[src/hdl/ss_pkg.sv]
// Shared types and constants for the sorted set engine.
// Used by ss_cell and sorted_set_engine; depends on nothing else.
package ss_pkg;

    localparam int CAPACITY = 16;
    localparam int CNT_W    = $clog2(CAPACITY + 1);
    localparam int KEY_W    = 32;

    typedef enum logic [1:0] {
        MODE_MEMBER = 2'd0,
        MODE_INSERT = 2'd1,
        MODE_DELETE = 2'd2
    } t_mode;

    typedef logic signed [KEY_W-1:0] t_key;

    typedef struct packed {
        t_mode mode;
        t_key  value;
    } t_in_word;

    typedef struct packed {
        logic       success;
        logic       full_reject;
        logic [4:0] entry_count;
    } t_out_word;

    typedef struct packed {
        logic ins;
        logic del;
        t_key key;
    } t_cell_ctl;

endpackage

[src/hdl/ss_cell.sv]
// One slot of the sorted chain: holds a key, compares it with the probe key
// and takes the probe or a neighbor's key on insert or delete. Uses ss_pkg.
module ss_cell (
    input  logic              i_clk,
    input  ss_pkg::t_cell_ctl i_ctl,
    input  logic              i_occ,
    input  logic              i_prev_lt,
    input  ss_pkg::t_key      i_left_value,
    input  ss_pkg::t_key      i_right_value,
    output logic              o_lt,
    output logic              o_eq,
    output ss_pkg::t_key      o_value
);

    ss_pkg::t_key r_value;
    ss_pkg::t_key n_value;

    assign o_lt    = i_occ && (r_value < i_ctl.key);
    assign o_eq    = i_occ && (r_value == i_ctl.key);
    assign o_value = r_value;

    always_comb begin
        n_value = r_value;
        if (i_ctl.ins && !o_lt) begin
            n_value = i_prev_lt ? i_ctl.key : i_left_value;
        end else if (i_ctl.del && !o_lt) begin
            n_value = i_right_value;
        end
    end

    always_ff @(posedge i_clk) begin
        r_value <= n_value;
    end

endmodule

[src/hdl/sorted_set_engine.sv]
// Sorted set engine top level: a chain of ss_cell slots plus count and output register.
// An accepted word's result word is registered and appears on the output register in the next cycle.
// Throughput: one word per cycle while o_stall is low; the whole chain compares and shifts together.
// Reset: synchronous active-low reset empties the set and clears the output valid.
// Depends on ss_pkg and ss_cell.
module sorted_set_engine (
    input  logic              i_clk,
    input  logic              i_rst_n,
    input  logic              i_valid,
    output logic              o_stall,
    input  ss_pkg::t_in_word  i_word,
    output logic              o_valid,
    input  logic              i_stall,
    output ss_pkg::t_out_word o_word
);

    localparam int N = ss_pkg::CAPACITY;

    logic [ss_pkg::CNT_W-1:0] r_count;
    logic [ss_pkg::CNT_W-1:0] n_count;
    logic                     r_out_valid;
    logic                     n_out_valid;
    ss_pkg::t_out_word        r_out;
    ss_pkg::t_out_word        n_out;

    logic [N-1:0]       occ;
    logic [N-1:0]       lt;
    logic [N-1:0]       eq;
    logic [N:0]         prev_lt;
    ss_pkg::t_key       value [N];
    ss_pkg::t_key       left_value [N];
    ss_pkg::t_key       right_value [N];
    ss_pkg::t_cell_ctl  ctl;

    logic accept;
    logic present;
    logic full;
    logic do_ins;
    logic do_del;

    assign o_stall = r_out_valid && i_stall;
    assign accept  = i_valid && !o_stall;
    assign present = |eq;
    assign full    = occ[N-1];
    assign do_ins  = accept && (i_word.mode == ss_pkg::MODE_INSERT) && !present && !full;
    assign do_del  = accept && (i_word.mode == ss_pkg::MODE_DELETE) && present;

    assign ctl.ins = do_ins;
    assign ctl.del = do_del;
    assign ctl.key = i_word.value;

    assign prev_lt[0] = 1'b1;

    genvar g;
    generate
        for (g = 0; g < N; g++) begin : g_cell
            assign occ[g]         = ss_pkg::CNT_W'(g) < r_count;
            assign prev_lt[g+1]   = lt[g];
            assign left_value[g]  = (g == 0) ? value[0] : value[(g == 0) ? 0 : g - 1];
            assign right_value[g] = (g == N - 1) ? value[N-1] : value[(g == N - 1) ? g : g + 1];

            ss_cell u_cell (
                .i_clk         (i_clk),
                .i_ctl         (ctl),
                .i_occ         (occ[g]),
                .i_prev_lt     (prev_lt[g]),
                .i_left_value  (left_value[g]),
                .i_right_value (right_value[g]),
                .o_lt          (lt[g]),
                .o_eq          (eq[g]),
                .o_value       (value[g])
            );
        end
    endgenerate

    always_comb begin
        n_count     = r_count;
        n_out_valid = r_out_valid && i_stall;
        n_out       = r_out;
        if (do_ins) begin
            n_count = r_count + 1'b1;
        end else if (do_del) begin
            n_count = r_count - 1'b1;
        end
        if (accept) begin
            n_out_valid       = 1'b1;
            n_out.entry_count = 5'(n_count);
            n_out.full_reject = 1'b0;
            case (i_word.mode)
                ss_pkg::MODE_MEMBER: begin
                    n_out.success = present;
                end
                ss_pkg::MODE_INSERT: begin
                    n_out.success     = do_ins;
                    n_out.full_reject = !present && full;
                end
                ss_pkg::MODE_DELETE: begin
                    n_out.success = do_del;
                end
                default: begin
                    n_out.success = 1'b0;
                end
            endcase
        end
    end

    always_ff @(posedge i_clk) begin
        if (!i_rst_n) begin
            r_count     <= '0;
            r_out_valid <= 1'b0;
        end else begin
            r_count     <= n_count;
            r_out_valid <= n_out_valid;
        end
    end

    always_ff @(posedge i_clk) begin
        r_out <= n_out;
    end

    assign o_valid = r_out_valid;
    assign o_word  = r_out;

endmodule

[config.mk]
export PLATFORM = sky130hd
export DESIGN_NAME = sorted_set_engine
export DESIGN_NICKNAME = d
export VERILOG_FILES = /design/src/hdl/ss_pkg.sv /design/src/hdl/ss_cell.sv /design/src/hdl/sorted_set_engine.sv
export SDC_FILE = /design/constraint.sdc
export NUM_CORES = 2
export LEC_CHECK = 0
export ABC_AREA = 0
export BUFFER_PORTS_ARGS = -buffer_cell sky130_fd_sc_hd__buf_2
export CAP_MARGIN = 10
export CORE_MARGIN = 3
export CORE_UTILIZATION = 55
export CTS_BUF_LIST = sky130_fd_sc_hd__clkbuf_4 sky130_fd_sc_hd__clkbuf_8
export CTS_CLUSTER_DIAMETER = 120
export CTS_CLUSTER_SIZE = 16
export DETAILED_ROUTE_END_ITERATION = 6
export GPL_TIMING_DRIVEN = 0
export HOLD_SLACK_MARGIN = 0.02
export PLACE_DENSITY = 0.74
export SETUP_SLACK_MARGIN = 0.1
export SYNTH_ARGS = -nofsm -noshare
export SYNTH_HDL_FRONTEND = slang
export SYNTH_SLANG_ARGS = --single-unit
[constraint.sdc]
create_clock -name i_clk -period 7.5 [get_ports i_clk]
set_input_delay 1.125 -clock i_clk [delete_from_list [all_inputs] [get_ports i_clk]]
set_output_delay 1.125 -clock i_clk [all_outputs]
set_load 0.05 [all_outputs]
==> reports/metrics.cfg <==
[min_path]
holdCritStartpoint = g_cell[14].u_cell.o_value[0]
worstHoldPathType = flop to flop
hold_end = g_cell[15].u_cell.o_value[0]
hold_path_depth = 1

[timing]
rsz0062_at_grt = no
maxSlewHeadroom_pct = 25.0
worst_pin_slew_ns = 1.09
slew_viol_final = 0
setup_viol = 0
max_freq_mhz = 140
period_minus_slack_ns = 7.16
skew_ns = 0.0444
timing.final.crit_share_pct = 95.5
hold_violations = 0

[drt]
drtIter0Drc = 3241
drt-met1-wl_mm = 53.6
met3_length_mm = 8.03
viasPerCell = 6.70
routed_wl_mm = 124
final_antenna_net_count = 0
top_layer = met5
wl_per_cell_um = 26.6
drc = 1
wl_met2_mm = 56.5
via_count = 31200
firstDrtPassIters = 7

[status]
status = finished with violations
failed_checks = design-rule violations

[worst_setup_path]
reg2reg_slack_ns = 1.98
r2r-end = g_cell[13].u_cell.o_value[9]
worstPathMaxFanout = 32
critical_path_class = input port to flop
r2r-start = g_cell[14].u_cell.o_value[31]
arrival_ns = 7.48
start_kind = input port
endpoint_kind = flop
rr_worst_depth = 12
required_ns = 7.82

[floorplan]
core_um2 = 73300
die_height_um = 279
die-area_um2 = 77800
fp-row-count = 99
ios = 47
dieWidth_um = 279
start_util_pct = 55.9

[global_routing]
grt_max_degree = 42
grt_antenna_before_repair = 2
grt_overflow_total = 0
grt_util_all_layers_pct = 30.9
grt_pass1_wl_mm = 183
grt_pass1_vias = 30500

[place]
dpl-instance-area_um2 = 42400
portBuffers = 15
gp_congestion = 1.04
dpl.hpwl_mm = 103

[yosys]
synthMostInstantiatedCell = edfxtp_1
synth_area_um2 = 41000
synth_ff_type = edfxtp_1
synth_top_area_share_pct = 38.1
syn_avg_cell_area_um2 = 11.3
yosysWarnings = 0
netlist_top_cells_count = 519 x edfxtp_1, 483 x ha_1, 480 x a21oi_1
syn-num-nets = 4139
synth_cells = 3618
synth_area_leader_cell = edfxtp_1
async_flop_share_pct = 0
yosysUniqueCellTypes = 72
synth_edf_count = 519
ys_top_cells_by_area = edfxtp_1 38%, ha_1 15%, mux2_2 9.0%
ys_ff_latch = 525
yosysSeqAreaShare_pct = 38.3

[cts]
clock-root-buffer = clkbuf_8
cts_tree = yes
post-cts-setup-buffer-count = 0
cts-htree-levels = 2
clkTransAtPathRegs_ns = 0.11
clk_latency_ns = 0.67
cts-hold-fix-buffers = 0
cts_buffer_depth = 3
cts_resized = 0
clock-sinks = 525
cts_made_buffers = 38

[layout]
syn2layout_area_growth_pct = 5.20
fin_nets = 4200
fin_area_um2 = 43100
final_core_util_pct = 58.8
drive_above_1_share_pct = 18.4

[power]
ir_worst_vdd_mv = 0.122
p_leak_uw = 0.0171
power_density_nw_per_um2 = 141

[job]
max-cap-violations = 0

==> final cells by class <==
type / instances / area (um^2)
diodes: 2 / 5.00
plain buffers: 266 / 1240
well taps: 959 / 1200
flip-flops and latches: 525 / 15700
multi-input cells: 2761 / 23900
fillers: 6154 / 30200
inverters: 66 / 248
clock inverters: 1 / 5.00
clock buffers: 54 / 662
repair buffers: 21 / 146
==> where the power goes <==
part / switching [uW] / internal, uW
logic: 699 / 428
registers: 64.5 / 3320
clock network: 1010 / 566
total: 1780 / 4310
==> state kept, by name (all words and copies together) (netlist names) <==
register               count
r_count                    5
g_cell.u_cell.o_value    512
o_word                     7
o_valid                    1
==> how the worst max path moves through the flow <==
stage,from,end,slack [ns],depth (start not counted)
after CTS,i_word[31],g_cell[5].u_cell.o_value[0],0.64,14
after floorplan,i_word[31],g_cell[14].u_cell.o_value[0],0.98,11
after global placement,i_word[31],g_cell[14].u_cell.o_value[26],-2.11,11
after global routing,i_word[31],g_cell[13].u_cell.o_value[9],0.35,14
final,i_word[31],g_cell[13].u_cell.o_value[9],0.34,14
after detailed placement,i_word[31],g_cell[13].u_cell.o_value[4],-0.06,14
==> per-stage QoR <==
| step | total power [uW] | TNS (ns) | setup slack, ns | instances | hold WS [ns] |
|---|---|---|---|---|---|
| 2_1_floorplan | 4190 | 0 | 0.981 | 3618 | 0.542 |
| 3_3_place_gp | 4500 | -474.69 | -2.11 | 4592 | 0.553 |
| 3_5_place_dp | 4540 | -12.97 | -0.0593 | 4598 | 0.567 |
| 4_1_cts | 6060 | 0 | 0.640 | 4653 | 0.599 |
| 5_1_grt | 6280 | 0 | 0.348 | 4654 | 0.624 |
| 6_report | 6090 | 0 | 0.337 | 4655 | 0.591 |
==> layer usage <==
layer  track usage (%)  vias up
li1                  -    14300
met1              42.0    15300
met2              51.0     1337
met3              2.98      255
met4              12.9        2
met5                 0        -
==> layout by cell type (no fill, tap or decap), types with 8 or more instances in the layout <==
cell type	instances
a211o_1	34
a211oi_1	9
a21o_1	80
a21oi_1	480
a31oi_1	37
and2_1	8
and3_1	34
buf_1	17
buf_2	59
buf_6	29
clkbuf_1	179
clkbuf_4	13
clkbuf_8	41
edfxtp_1	519
ha_1	483
inv_1	65
mux2_1	70
mux2_2	329
mux2_4	165
mux2i_1	152
nand2_1	114
nand2b_1	13
nand3_1	92
nand3b_1	32
nand4_1	163
nor2_1	39
nor2_4	19
nor2b_1	24
nor3_1	14
nor4_1	23
o2111ai_1	34
o211ai_1	24
o21a_1	20
o21ai_0	117
or4_1	36
xnor2_1	31
==> worst max-delay path, stage by stage <==
cell      delay, ns
clkbuf_1       0.65
inv_1          0.79
ha_1           0.70
nand4_1        0.21
or4_1          0.67
or4_1          0.72
nand4_1        0.24
nor4_4         0.10
nand2_4        0.15
inv_2          0.05
buf_6          0.15
nor2_2         0.81
buf_2          0.71
nor2_4         0.34
==> logic make-up (layout without fill, tap and decap cells) <==
family	after synthesis	in the layout	synth area share (%)
buffers and inverters	332	408	3.64
XOR/XNOR	35	35	0.748
multiplexers	716	716	20.7
adder cells (fa/ha/maj)	483	483	14.8
AND/OR/NAND/NOR	640	640	8.89
flip-flops	525	525	38.3
AO/OA/AOI/OAI	887	887	12.9
other	0	2	0
(Power assumes the default switching activity.)
